==> src/design/grid_avalanche_diffusion_step_defines.svh <==
// Assertion macros shared by the block's modules.
`ifndef GRID_AVALANCHE_DIFFUSION_STEP_DEFINES_SVH
`define GRID_AVALANCHE_DIFFUSION_STEP_DEFINES_SVH

// Consequent checked in the same cycle as the antecedent (or after a leading delay).
`define GADS_ASSERT_IMPL(lbl, ck, rs, ante, cons, msg) \
  lbl: assert property (@(posedge ck) disable iff (rs) (ante) |-> cons) else $error(msg);

// Consequent checked in the cycle after the antecedent.
`define GADS_ASSERT_NEXT(lbl, ck, rs, ante, cons, msg) \
  lbl: assert property (@(posedge ck) disable iff (rs) (ante) |=> (cons)) else $error(msg);

`endif

==> src/design/gads_pkg.sv <==
package gads_pkg;

  localparam int EDGE_MAX_DEF = 16;

  localparam logic [15:0] VALUE_CAP = 16'hFF00;
  localparam logic [12:0] COUNT_CAP = 13'h1FFF;
  localparam logic [31:0] NOISE_KEY = 32'h9E3779B9;

  localparam logic [1:0] OP_WRITE = 2'd0;
  localparam logic [1:0] OP_RUN   = 2'd1;
  localparam logic [1:0] OP_READ  = 2'd2;

  typedef enum logic [3:0] {
    CMD_NONE,
    CMD_CLR,
    CMD_WR,
    CMD_RD,
    CMD_RUN_INIT,
    CMD_STEP_BEGIN,
    CMD_P1_RD,
    CMD_P1_WR,
    CMD_P2_RD,
    CMD_P2_WR,
    CMD_STEP_END
  } cmd_code_t;

  typedef struct packed {
    cmd_code_t   code;
    logic [2:0]  nbr;
    logic        load;
  } ctrl_cmd_t;

  typedef struct packed {
    logic clr_last;
    logic steps_done;
    logic n_small;
    logic last_cell;
  } dp_status_t;

  // 32-bit xorshift of the cell index mixed with the step key, low five bits.
  function automatic logic [4:0] noise5(input logic [31:0] idx, input logic [31:0] key);
    logic [31:0] x;
    x = idx ^ key;
    x = x ^ (x << 13);
    x = x ^ (x >> 17);
    x = x ^ (x << 5);
    return x[4:0];
  endfunction

endpackage

==> src/design/gads_ctrl.sv <==
`include "grid_avalanche_diffusion_step_defines.svh"

module gads_ctrl
  import gads_pkg::*;
(
  input  logic       clk,
  input  logic       rst,
  input  logic       start,
  input  logic [1:0] op,
  input  dp_status_t status,
  output ctrl_cmd_t  cmd,
  output logic       busy,
  output logic       done
);

  typedef enum logic [3:0] {
    S_CLEAR,
    S_IDLE,
    S_WR,
    S_RD,
    S_RUN_INIT,
    S_STEP_CHK,
    S_P1_RD,
    S_P1_WR,
    S_P2_RD,
    S_P2_WR,
    S_STEP_END,
    S_DONE
  } state_t;

  state_t     state;
  logic [2:0] k;
  logic       load;

  assign busy = (state != S_IDLE);
  assign done = (state == S_DONE);
  assign load = start && !busy;

  always_ff @(posedge clk) begin
    if (rst) begin
      state <= S_CLEAR;
      k     <= '0;
    end else begin
      case (state)
        S_CLEAR: begin
          if (status.clr_last) state <= S_IDLE;
        end
        S_IDLE: begin
          if (load) begin
            case (op)
              OP_WRITE: state <= S_WR;
              OP_READ:  state <= S_RD;
              OP_RUN:   state <= S_RUN_INIT;
              default:  state <= S_DONE;
            endcase
          end
        end
        S_WR:       state <= S_DONE;
        S_RD:       state <= S_DONE;
        S_RUN_INIT: state <= S_STEP_CHK;
        S_STEP_CHK: begin
          if (status.steps_done) state <= S_DONE;
          else if (status.n_small) state <= S_STEP_END;
          else state <= S_P1_RD;
        end
        S_P1_RD: state <= S_P1_WR;
        S_P1_WR: begin
          k <= '0;
          state <= status.last_cell ? S_P2_RD : S_P1_RD;
        end
        S_P2_RD: begin
          if (k == 3'd5) begin
            k <= '0;
            state <= S_P2_WR;
          end else begin
            k <= k + 3'd1;
          end
        end
        S_P2_WR: begin
          k <= '0;
          state <= status.last_cell ? S_STEP_END : S_P2_RD;
        end
        S_STEP_END: state <= S_STEP_CHK;
        S_DONE:     state <= S_IDLE;
        default:    state <= S_IDLE;
      endcase
    end
  end

  always_comb begin
    cmd.nbr  = k;
    cmd.load = load;
    case (state)
      S_CLEAR:    cmd.code = CMD_CLR;
      S_WR:       cmd.code = CMD_WR;
      S_RD:       cmd.code = CMD_RD;
      S_RUN_INIT: cmd.code = CMD_RUN_INIT;
      S_STEP_CHK: cmd.code = CMD_STEP_BEGIN;
      S_P1_RD:    cmd.code = CMD_P1_RD;
      S_P1_WR:    cmd.code = CMD_P1_WR;
      S_P2_RD:    cmd.code = CMD_P2_RD;
      S_P2_WR:    cmd.code = CMD_P2_WR;
      S_STEP_END: cmd.code = CMD_STEP_END;
      default:    cmd.code = CMD_NONE;
    endcase
  end

  `GADS_ASSERT_IMPL(a_rdwr_latency, clk, rst, load && (op == OP_WRITE || op == OP_READ), ##2 done, "read or write item did not finish in two cycles")
  `GADS_ASSERT_NEXT(a_done_then_idle, clk, rst, done, !busy, "controller not idle after a result")
  `GADS_ASSERT_NEXT(a_nbr_sweep, clk, rst, state == S_P2_WR, k == 3'd0, "neighbor counter not rewound after a cell")

endmodule

==> config.mk <==
export PLATFORM = sky130hd
export DESIGN_NAME = gads_ctrl
export DESIGN_NICKNAME = d
export VERILOG_FILES = /design/src/design/gads_pkg.sv /design/src/design/gads_ctrl.sv
export VERILOG_INCLUDE_DIRS = /design/src /design/src/design
export SDC_FILE = /design/constraint.sdc
export NUM_CORES = 1
export LEC_CHECK = 0
export BUFFER_PORTS_ARGS = -buffer_cell sky130_fd_sc_hd__buf_2
export CAP_MARGIN = 30
export CORE_UTILIZATION = 25
export DETAILED_ROUTE_END_ITERATION = 7
export PLACE_DENSITY = 0.54
export SLEW_MARGIN = 25
export SYNTH_ARGS = -nofsm -noshare
export SYNTH_HDL_FRONTEND = slang
export SYNTH_SLANG_ARGS = --single-unit
==> constraint.sdc <==
create_clock -name clk -period 2.1 [get_ports clk]
set_clock_uncertainty 0.15 [all_clocks]
set_input_delay 0.42 -clock clk [delete_from_list [all_inputs] [get_ports clk]]
set_output_delay 0.42 -clock clk [all_outputs]
set_load 0.05 [all_outputs]
==> out/qor.txt, run 1 <==
Status = complete, no violations
Final HPWL DP = 1344 um
Worst Tran Pin Value = 0.4505 ns
Compound-Gate Fraction of Synth Area = 28.00%
CP peak stage delay = 0.37 ns
Initial Util = 26.42%
Count of final hold-check violations = 0
Die extent in x = 59.04 um
CTS buffer count = 3
Synth Warn # = 0
Grt met2 use = 18.18%
Maxcap violations = 0
DIE HEIGHT = 59.04 um
Fraction of synthesized cell area in xor and xnor cells = 0%
Pwr dens = 456.9 mW/mm^2
Worst hold-check path type = in -> reg
Net Count, Synth = 106
H-Tree Depth = 1
Layout Utilization = 33.46%
Drt pass-1 iters = 4
FF+latch count, synth = 11
Simple-gate share of the synthesized area = 27.23%
Largest net degree at the start of global routing = 11
CP endpoint kind = output pin
Area of the mapped netlist = 813.3 um^2
Worst hold path cell count = 2
Critical R2R Capture = cmd[4]
Ant diodes = 0
Post-synthesis adder-cell area fraction = 4.615%
End of the worst hold path = k[0]
Number of global-route vias before repair = 717
Place WS = 0.07645 ns
Fin crit share = 95.53%
Crit path arrival time = 1.44 ns
Core area = 0.003078 mm^2
Post-synth top area cell = dfxtp_1
Leakage power = 0.4691 nW
Crit Reg-Reg Startpoint = state[3]
Met3 usage = 4.585%
Total GRT Usage = 11.02%
Final wirelength = 1720 um
Async S/R FF share, synth = 0%
EDFF count, synth = 0
Slew Viols, Final = 0
Predominant post-synthesis flop cell = dfxtp_1
Grt met1 use = 13.54%
Worst Setup Start Kind = flip-flop
Peak supply drop = 0.0001994 V
Delay-heaviest family, CP = simple AND/OR/NAND/NOR gates
CTS tree = yes
Gr ovfl total = 0
Routed wire per std cell = 10.62 um
Synthesized instance count = 94
Post-synthesis mux area share = 2.462%
Syn Area/Cell = 8.652 um^2
Reg-to-reg slack, setup = 0.18 ns
Reg2reg path depth = 8
Share of cells above drive strength 1 = 40.68%
Worst path slowest cell = dfxtp_4
Initial antenna violation count = 0
Port buffer count = 18
Post-synthesis sequential area ratio = 27.08%
GRT Max-Usage Layer = met2
Layout area overhead = 26.62%
Worst-Skew Late Latency = 0.26 ns
Main combinational cell family by area after synthesis = compound AO/OA/AOI/OAI gates
Yosys cell types = 48
Pwr Total = 0.4705 mW
Synth top area share = 27.08%
RSZ-0062 raised after global routing = false
Most frequent cell after synthesis = dfxtp_1
Global-route wire length before repair = 2925 um
Detailed Route Iter0 Violations = 15
Worst path required time = 1.53 ns
Crit Path Class = reg -> out
Worst Hold Launch = rst
FMAX = 0.4985 GHz
Clock Pin Slew Worst Setup and Hold Paths = 0.07 ns
Buf/Inv on CP = 2
Final net count = 131
Endpoints failing setup = 0
Clock period minus worst slack = 2.006 ns
CTS max path bufs = 2
Critical path depth = 4
DR vias = 727
Remaining DRCs = 0
Antenna Nets Post-Route = 0
Routability cong. = 0.7491
Max transition margin = 69.74%
CTS sink count = 11
Die area = 0.003485 mm^2
I/O pins = 19
Crit Path Max Fanout = 8
Clock Tree Root = clkbuf_4
Top post-synthesis cells by area = dfxtp_1 (27%), ha_1 (4.6%), inv_1 (3.7%)
Post-synth top cells = dfxtp_1 (11), inv_1 (8), nor2_1 (7)
Hold Buf Count CTS = 0
Routed vias/inst = 4.488
FP Rows = 20
Post-route setup TNS = 0 ns
Critical-path cell list = buf_4, and2b_1, and3_1, clkbuf_4
Setup WS post-layout = 0.09394 ns
-- how the worst max path moves through the flow --
stage / start / to / slack (ns)
6_report: state[2] / done / 0.09
5_1_grt: state[2] / done / 0.02
4_1_cts: state[2] / done / 0.03
3_5_place_dp: start / cmd[4] / 0.08
3_3_place_gp: state[2] / cmd[4] / 0.09
2_1_floorplan: k[2] / cmd[4] / 0.00007
-- where the power goes --
part           internal [mW]  switching, mW  leakage [nW]
Sequential             0.214        0.00720        0.0916
Combinational         0.0418         0.0669         0.362
Clock                 0.0735         0.0677        0.0150
-- state kept, by name, summed over array words and instances (netlist names) --
name and flops:
cmd 4, state 4, k 3
-- worst register-to-register path: cells and delay by family (launching register included) --
family / cells / cell delay, ns
AND/OR/NAND/NOR: 2 / 0.30
flip-flops: 1 / 0.37
AO/OA/AOI/OAI: 4 / 0.56
buffers and inverters: 1 / 0.18
adder cells (fa/ha/maj): 1 / 0.26
-- repair_timing --
| item | 4_1_cts | 5_1_grt |
|---|---|---|
| resized for setup | 3 | 7 |
| pin swaps | 0 | 1 |
| hold endpoints to repair | 0 | 0 |
| buffers inserted | 0 | 3 |
| endpoints found under the setup margin | 3 | 4 |
-- through the flow --
stage / hold WS, ns / instances / area [um^2]
5_1_grt: 0.2212 / 162 / 1030
3_3_place_gp: 0.3920 / 155 / 950.9
4_1_cts: 0.2232 / 159 / 982.2
2_1_floorplan: 0.3417 / 94 / 813.3
6_report: 0.2264 / 162 / 1030
3_5_place_dp: 0.3996 / 155 / 950.9
-- metal layers --
layer / part of all wire, % / vias up
met5: 0 / -
met4: 0 / 0
met2: 48 / 13
met3: 4.3 / 0
li1: - / 386
met1: 47 / 328
-- cell type report --
type	instances	area [um^2]
flip-flops and latches	11	230.2
multi-input cells	67	521.8
well taps	44	55.05
repair buffers	27	162.7
clock buffers	4	26.28
inverters	9	33.78
fillers	341	2048
-- layout by cell type (no fill, tap or decap), types with 2 or more instances in the layout --
| cell | netlist | layout |
|---|---|---|
| dfxtp_4 | 0 | 2 |
| nor3b_1 | 2 | 2 |
| and2_1 | 4 | 4 |
| inv_1 | 8 | 8 |
| buf_4 | 2 | 10 |
| clkbuf_4 | 0 | 4 |
| nand2_1 | 6 | 6 |
| a21oi_1 | 4 | 4 |
| mux2i_1 | 2 | 2 |
| ha_1 | 3 | 3 |
| nor2_1 | 7 | 6 |
| dfxtp_2 | 0 | 2 |
| nor3_1 | 2 | 2 |
| buf_2 | 3 | 16 |
| o21ai_0 | 3 | 3 |
| and3_1 | 2 | 2 |
| dfxtp_1 | 11 | 7 |
-- kinds of logic after synthesis --
group | Yosys count
flip-flops | 11
multiplexers | 2
AO/OA/AOI/OAI | 26
buffers and inverters | 16
adder cells (fa/ha/maj) | 3
AND/OR/NAND/NOR | 36
Power figures use the tool's default switching activity.
==> run 2, diff against run 1 <==
CAP_MARGIN = 10   (was 30)
CORE_MARGIN = 2   (was not set)
==> run 2 against run 1 <==
Compared with the run above:
- sequential power about the same
- largest power group unchanged
- clock power barely moved
- utilization shrank 0.69 points
- largest cell class unchanged
- register-to-register slack got worse by 0.04 ns
- sequential cell count stayed put
- sequential share of layout area is 0.35 points higher
- worst hold slack improved by 0.0046 ns
- via count fell by 0.28%
- worst setup slack gained 0.0050 ns
- wire length down 4.6%
==> out/qor.txt, run 2 (synthesis gave the netlist of run 1 again) <==
Status = complete, no violations
Final wirelength = 1641 um (-4.6%)
Leakage power = 0.4595 nW (-2.0%)
Multi-input gate area = 509.2 um^2 (-2.4%)
Remaining DRCs = 0 (unchanged)
Worst hold path cell count = 2 (unchanged)
Switch Pwr = 0.1406 mW (-0.76%)
H-Tree Depth = 1 (unchanged)
# Post-CTS Setup Buffers = 0 (unchanged)
DR vias = 725 (-0.28%)
Clock Tree Root = clkbuf_4
CTS tree = yes
Hold Buf Count CTS = 0 (unchanged)
Worst hold-check path type = in -> reg
Worst-Skew Late Latency = 0.26 ns (about the same)
Layout area overhead = 24.00%
End of the worst hold path = k[0]
Most frequent cells in the layout = buf_2 (16), inv_1 (8), dfxtp_1 (8), buf_4 (8)
Count of final hold-check violations = 0 (unchanged)
Final net count = 130 (-0.76%)
Largest net degree at the start of global routing = 10 (-1)
Core area = 0.003078 mm^2 (unchanged)
CP peak stage delay = 0.37 ns (about the same)
Peak supply drop = 0.0002851 V (+43%)
Reg2reg path depth = 8 (unchanged)
CP endpoint kind = output pin
Gr ovfl total = 0 (unchanged)
Ant diodes = 0 (unchanged)
Clock period minus worst slack = 2.001 ns (-0.005047 ns)
Port buffer count = 18 (unchanged)
RSZ-0062 raised after global routing = false
Worst path slowest cell = dfxtp_4
Layout Utilization = 32.76% (-0.69 points)
Switch share = 30.08% (-0.034 points)
Max transition margin = 73.50% (+3.8 points)
Internal power = 0.3268 mW (-0.60%)
Number of global-route vias before repair = 680 (-5.2%)
Commonest non-fill, non-tap cell in the layout = buf_2
Worst path required time = 1.53 ns (about the same)
CTS buffer count = 3 (unchanged)
Routed vias/inst = 4.503 (+0.34%)
Critical R2R Capture = cmd[4]
FMAX = 0.4997 GHz (+0.25%)
Clock Pin Slew Worst Setup and Hold Paths = 0.07 ns (about the same)
Crit Path Class = reg -> out
Global-route wire length before repair = 2870 um (-1.9%)
Maxcap violations = 0 (unchanged)
Crit Path Max Fanout = 8 (unchanged)
Reg-to-reg slack, setup = 0.14 ns (-0.04 ns)
Clock power frac = 30.3% (+0.3 points)
Sequential cell area = 229.0 um^2 (-0.54%)
Pwr dens = 463.5 mW/mm^2 (+1.4%)
Final HPWL DP = 1321 um (-1.7%)
Worst Setup Start Kind = flip-flop
Worst Hold Launch = rst
DIE HEIGHT = 61.04 um (+3.4%)
Layout filler cell count = 330 (-3.2%)
Die extent in x = 61.04 um (+3.4%)
FP Rows = 20 (unchanged)
Share of cells above drive strength 1 = 39.32% (-1.4 points)
Drt pass-1 iters = 4 (unchanged)
CTS sink count = 11 (unchanged)
Routed wire per std cell = 10.19 um (-4.0%)
Crit Reg-Reg Startpoint = state[3]
Worst Tran Pin Value = 0.3944 ns (-0.05611 ns)
Logic pwr share = 22.6% (-0.5 points)
Post-route setup TNS = 0 ns (unchanged)
Fin crit share = 95.29% (-0.24 points)
Antenna Nets Post-Route = 0 (unchanged)
Total GRT Usage = 10.28% (-0.75 points)
CTS max path bufs = 2 (unchanged)
Detailed Route Iter0 Violations = 28 (+13)
Routability cong. = 0.7405 (-1.1%)
Sequential share of power = 47.1% (+0.2 points)
Crit path arrival time = 1.43 ns (about the same)
Initial antenna violation count = 0 (unchanged)
Endpoints failing setup = 0 (unchanged)
Die area = 0.003725 mm^2 (+6.9%)
Critical-path cell list = buf_4, and2b_1, and3_1, clkbuf_4
Initial Util = 26.42% (unchanged)
Slew Viols, Final = 0 (unchanged)
I/O pins = 19 (unchanged)
## run 2: through the flow
stage	power (mW)	cells	area (um^2)	setup slack (ns)	hold slack, ns
2_1_floorplan	0.3043	94	813.3	0.00007339	0.3417
3_3_place_gp	0.3301	157	965.9	0.08911	0.3923
3_5_place_dp	0.3304	157	965.9	0.07718	0.3935
4_1_cts	0.4785	161	994.7	0.001640	0.2259
5_1_grt	0.5001	161	1008	0.01388	0.2239
6_report	0.4675	161	1008	0.09899	0.2311
## run 2: routing by layer
metal,global-route usage (%),vias up,share of wire [%]
met5,0,-,0
met4,0.9317,0,0
met3,5.042,0,5.1
met2,16.11,12,46
met1,13.33,328,49
li1,-,385,-
## run 2: how the worst max path moves through the flow
stage,start,to,depth (start not counted)
global route,state[2],cmd[0],4
global placement,start,cmd[4],8
CTS,state[3],cmd[0],4
detailed placement,start,cmd[4],8
floorplan,k[2],cmd[4],7
finish,state[2],cmd[0],4
## run 2: power groups by stage
stage	Clock [mW]	Combinational, mW	Sequential (mW)
3_5_place_dp	0	0.105	0.226
2_1_floorplan	0	0.0695	0.235
3_3_place_gp	0	0.104	0.226
5_1_grt	0.162	0.117	0.221
4_1_cts	0.151	0.106	0.221
6_report	0.142	0.105	0.220
## run 2: final cells by class
class                   count  share of cell area, %
inverters                   9                  3.350
multi-input cells          67                  50.50
repair buffers             26                  15.38
flip-flops and latches     11                  22.70
clock buffers               4                  2.605
well taps                  44                  5.459
## run 2: what timing repair did
item / in CTS / in global routing
setup endpoints to repair: 2 / 3
hold endpoints to repair: 0 / 0
gates resized for setup: 2 / 6
## run 2: worst max-delay path, delay by kind of cell, from the launching register on
kind                   cells  cell delay [ns]
buffers and inverters      2             0.38
flip-flops                 1             0.37
AND/OR/NAND/NOR            2             0.42
==> run 3, diff against run 2 <==
CTS_BUF_LIST = sky130_fd_sc_hd__clkbuf_4 sky130_fd_sc_hd__clkbuf_8   (was not set)
==> run 3 against run 2 <==
Compared with the run above:
- die area is the same
- first-iteration DRC count is 3.6% lower
- non-clock buffer count unchanged
- largest power group unchanged
- highest routed layer unchanged
==> out/qor.txt, run 3 (synthesis gave the netlist of run 1 again) <==
Status = complete, no violations
Sequential share of power = 45.9% (-1.2 points)
Share of cells above drive strength 1 = 40.17% (+0.85 points)
Logic pwr share = 22.0% (-0.6 points)
DR vias = 724 (-0.14%)
CTS max path bufs = 2 (unchanged)
Delay-heaviest family, CP = simple AND/OR/NAND/NOR gates
Largest net degree at the start of global routing = 10 (unchanged)
Crit path arrival time = 1.43 ns (about the same)
Routed vias/inst = 4.497 (-0.14%)
Initial antenna violation count = 0 (unchanged)
Worst path required time = 1.53 ns (about the same)
Switch share = 29.26% (-0.83 points)
I/O pins = 19 (unchanged)
Placed cell areas = 965.9 um^2 (unchanged)
FMAX = 0.4998 GHz (about the same)
Endpoints failing setup = 0 (unchanged)
Fin area = 0.001012 mm^2 (+0.37%)
Detailed Route Iter0 Violations = 27 (-3.6%)
CTS buffer count = 3 (unchanged)
Clock period minus worst slack = 2.001 ns (-0.00006810 ns)
RSZ-0062 raised after global routing = false
Worst Setup Start Kind = flip-flop
Commonest non-fill, non-tap cell in the layout = buf_2
Max transition margin = 73.50% (unchanged)
# Post-CTS Setup Buffers = 0 (unchanged)
FP Rows = 20 (unchanged)
Remaining DRCs = 0 (unchanged)
CP peak stage delay = 0.37 ns (about the same)
Post-route setup TNS = 0 ns (unchanged)
Worst hold-check path type = in -> reg
Hold Buf Count CTS = 0 (unchanged)
Clock Tree Root = clkbuf_4
Peak supply drop = 0.0002696 V (-5.4%)
Pwr dens = 474.5 mW/mm^2 (+2.4%)
DIE HEIGHT = 61.04 um (unchanged)
CP endpoint kind = output pin
Most frequent cells in the layout = buf_2 (16), inv_1 (8), dfxtp_1 (8), buf_4 (8)
Die extent in x = 61.04 um (unchanged)
Antenna Nets Post-Route = 0 (unchanged)
Internal power = 0.3397 mW (+4.0%)
Initial Util = 26.42% (unchanged)
Ant diodes = 0 (unchanged)
Fin crit share = 95.28% (about the same)
Buf/Inv on CP = 2 (unchanged)
Routability cong. = 0.7405 (unchanged)
Die area = 0.003725 mm^2 (unchanged)
Layout area overhead = 24.46%
Final net count = 130 (unchanged)
Layout filler cell count = 328 (-0.61%)
Clock power frac = 32.2% (+1.9 points)
Total GRT Usage = 10.28% (unchanged)
Count of final hold-check violations = 0 (unchanged)
Final HPWL DP = 1321 um (unchanged)
Worst Tran Pin Value = 0.3944 ns (unchanged)
CTS tree = yes
Worst-Skew Late Latency = 0.26 ns (about the same)
H-Tree Depth = 1 (unchanged)
Drt pass-1 iters = 4 (unchanged)
Reg-to-reg slack, setup = 0.14 ns (about the same)
Critical-path cell list = buf_4, and2b_1, and3_1, clkbuf_4
Maxcap violations = 0 (unchanged)
Worst path slowest cell = dfxtp_4
Gr ovfl total = 0 (unchanged)
Global-route wire length before repair = 2870 um (unchanged)
Clock Pin Slew Worst Setup and Hold Paths = 0.07 ns (about the same)
Final wirelength = 1642 um (about the same)
Number of global-route vias before repair = 684 (+0.59%)
Routed wire per std cell = 10.20 um (about the same)
Core area = 0.003078 mm^2 (unchanged)
Leakage power = 0.4629 nW (+0.74%)
CTS sink count = 11 (unchanged)
Switch Pwr = 0.1405 mW (about the same)
Crit Path Max Fanout = 8 (unchanged)
Crit Path Class = reg -> out
Port buffer count = 18 (unchanged)
Slew Viols, Final = 0 (unchanged)
run 3: cell count changes in the layout (fill, tap and decap cells not counted):
cell      previous run  this run
clkbuf_1             1         0
clkbuf_4             5         6
run 3: final timing paths:
path,cells past startpoint,start,end
worst max-delay path,4,state[2],cmd[0]
worst min-delay path,2,rst,k[0]
worst min register to register,2,k[1],k[1]
worst max register to register,8,state[3],cmd[4]
run 3: routing by layer:
| metal | GRT usage [%] | wire (um) | vias up |
|---|---|---|---|
| li1 | - | - | 384 |
| met1 | 13.33 | 797 | 328 |
| met2 | 16.11 | 763 | 12 |
| met3 | 5.042 | 80 | 0 |
| met4 | 0.9317 | 0 | 0 |
| met5 | 0 | 0 | - |
run 3: area by class of cell:
cell class	instances	area, um^2	area share (%)
clock buffers	4	30.03	2.967
inverters	9	33.78	3.337
multi-input cells	67	509.2	50.31
flip-flops and latches	11	229.0	22.62
well taps	44	55.05	5.439
repair buffers	26	155.1	15.33
run 3: metrics by stage:
step | utilization (%) | std cells | hold WS (ns) | total power [mW] | worst slack [ns]
floorplan | - | 94 | 0.3417 | 0.3043 | 0.00007339
detailed placement | 31.38 | 157 | 0.3935 | 0.3304 | 0.07718
CTS | 32.44 | 161 | 0.2263 | 0.4912 | 0.001640
global placement | 31.38 | 157 | 0.3923 | 0.3301 | 0.08911
global route | 32.89 | 161 | 0.2220 | 0.5139 | 0.01281
finish | 32.89 | 161 | 0.2319 | 0.4802 | 0.09906
run 3: power by group through the flow:
stage | sequential [mW] | clock (mW) | combinational, mW
after floorplan | 0.235 | 0 | 0.0695
after global placement | 0.226 | 0 | 0.104
after detailed placement | 0.226 | 0 | 0.105
after CTS | 0.221 | 0.164 | 0.106
after global routing | 0.221 | 0.175 | 0.117
final | 0.220 | 0.154 | 0.106
run 3: what timing repair did:
| action | in CTS | in global routing |
|---|---|---|
| hold endpoints to repair | 0 | 0 |
| resized for setup | 2 | 6 |
| setup endpoints to repair | 2 | 3 |
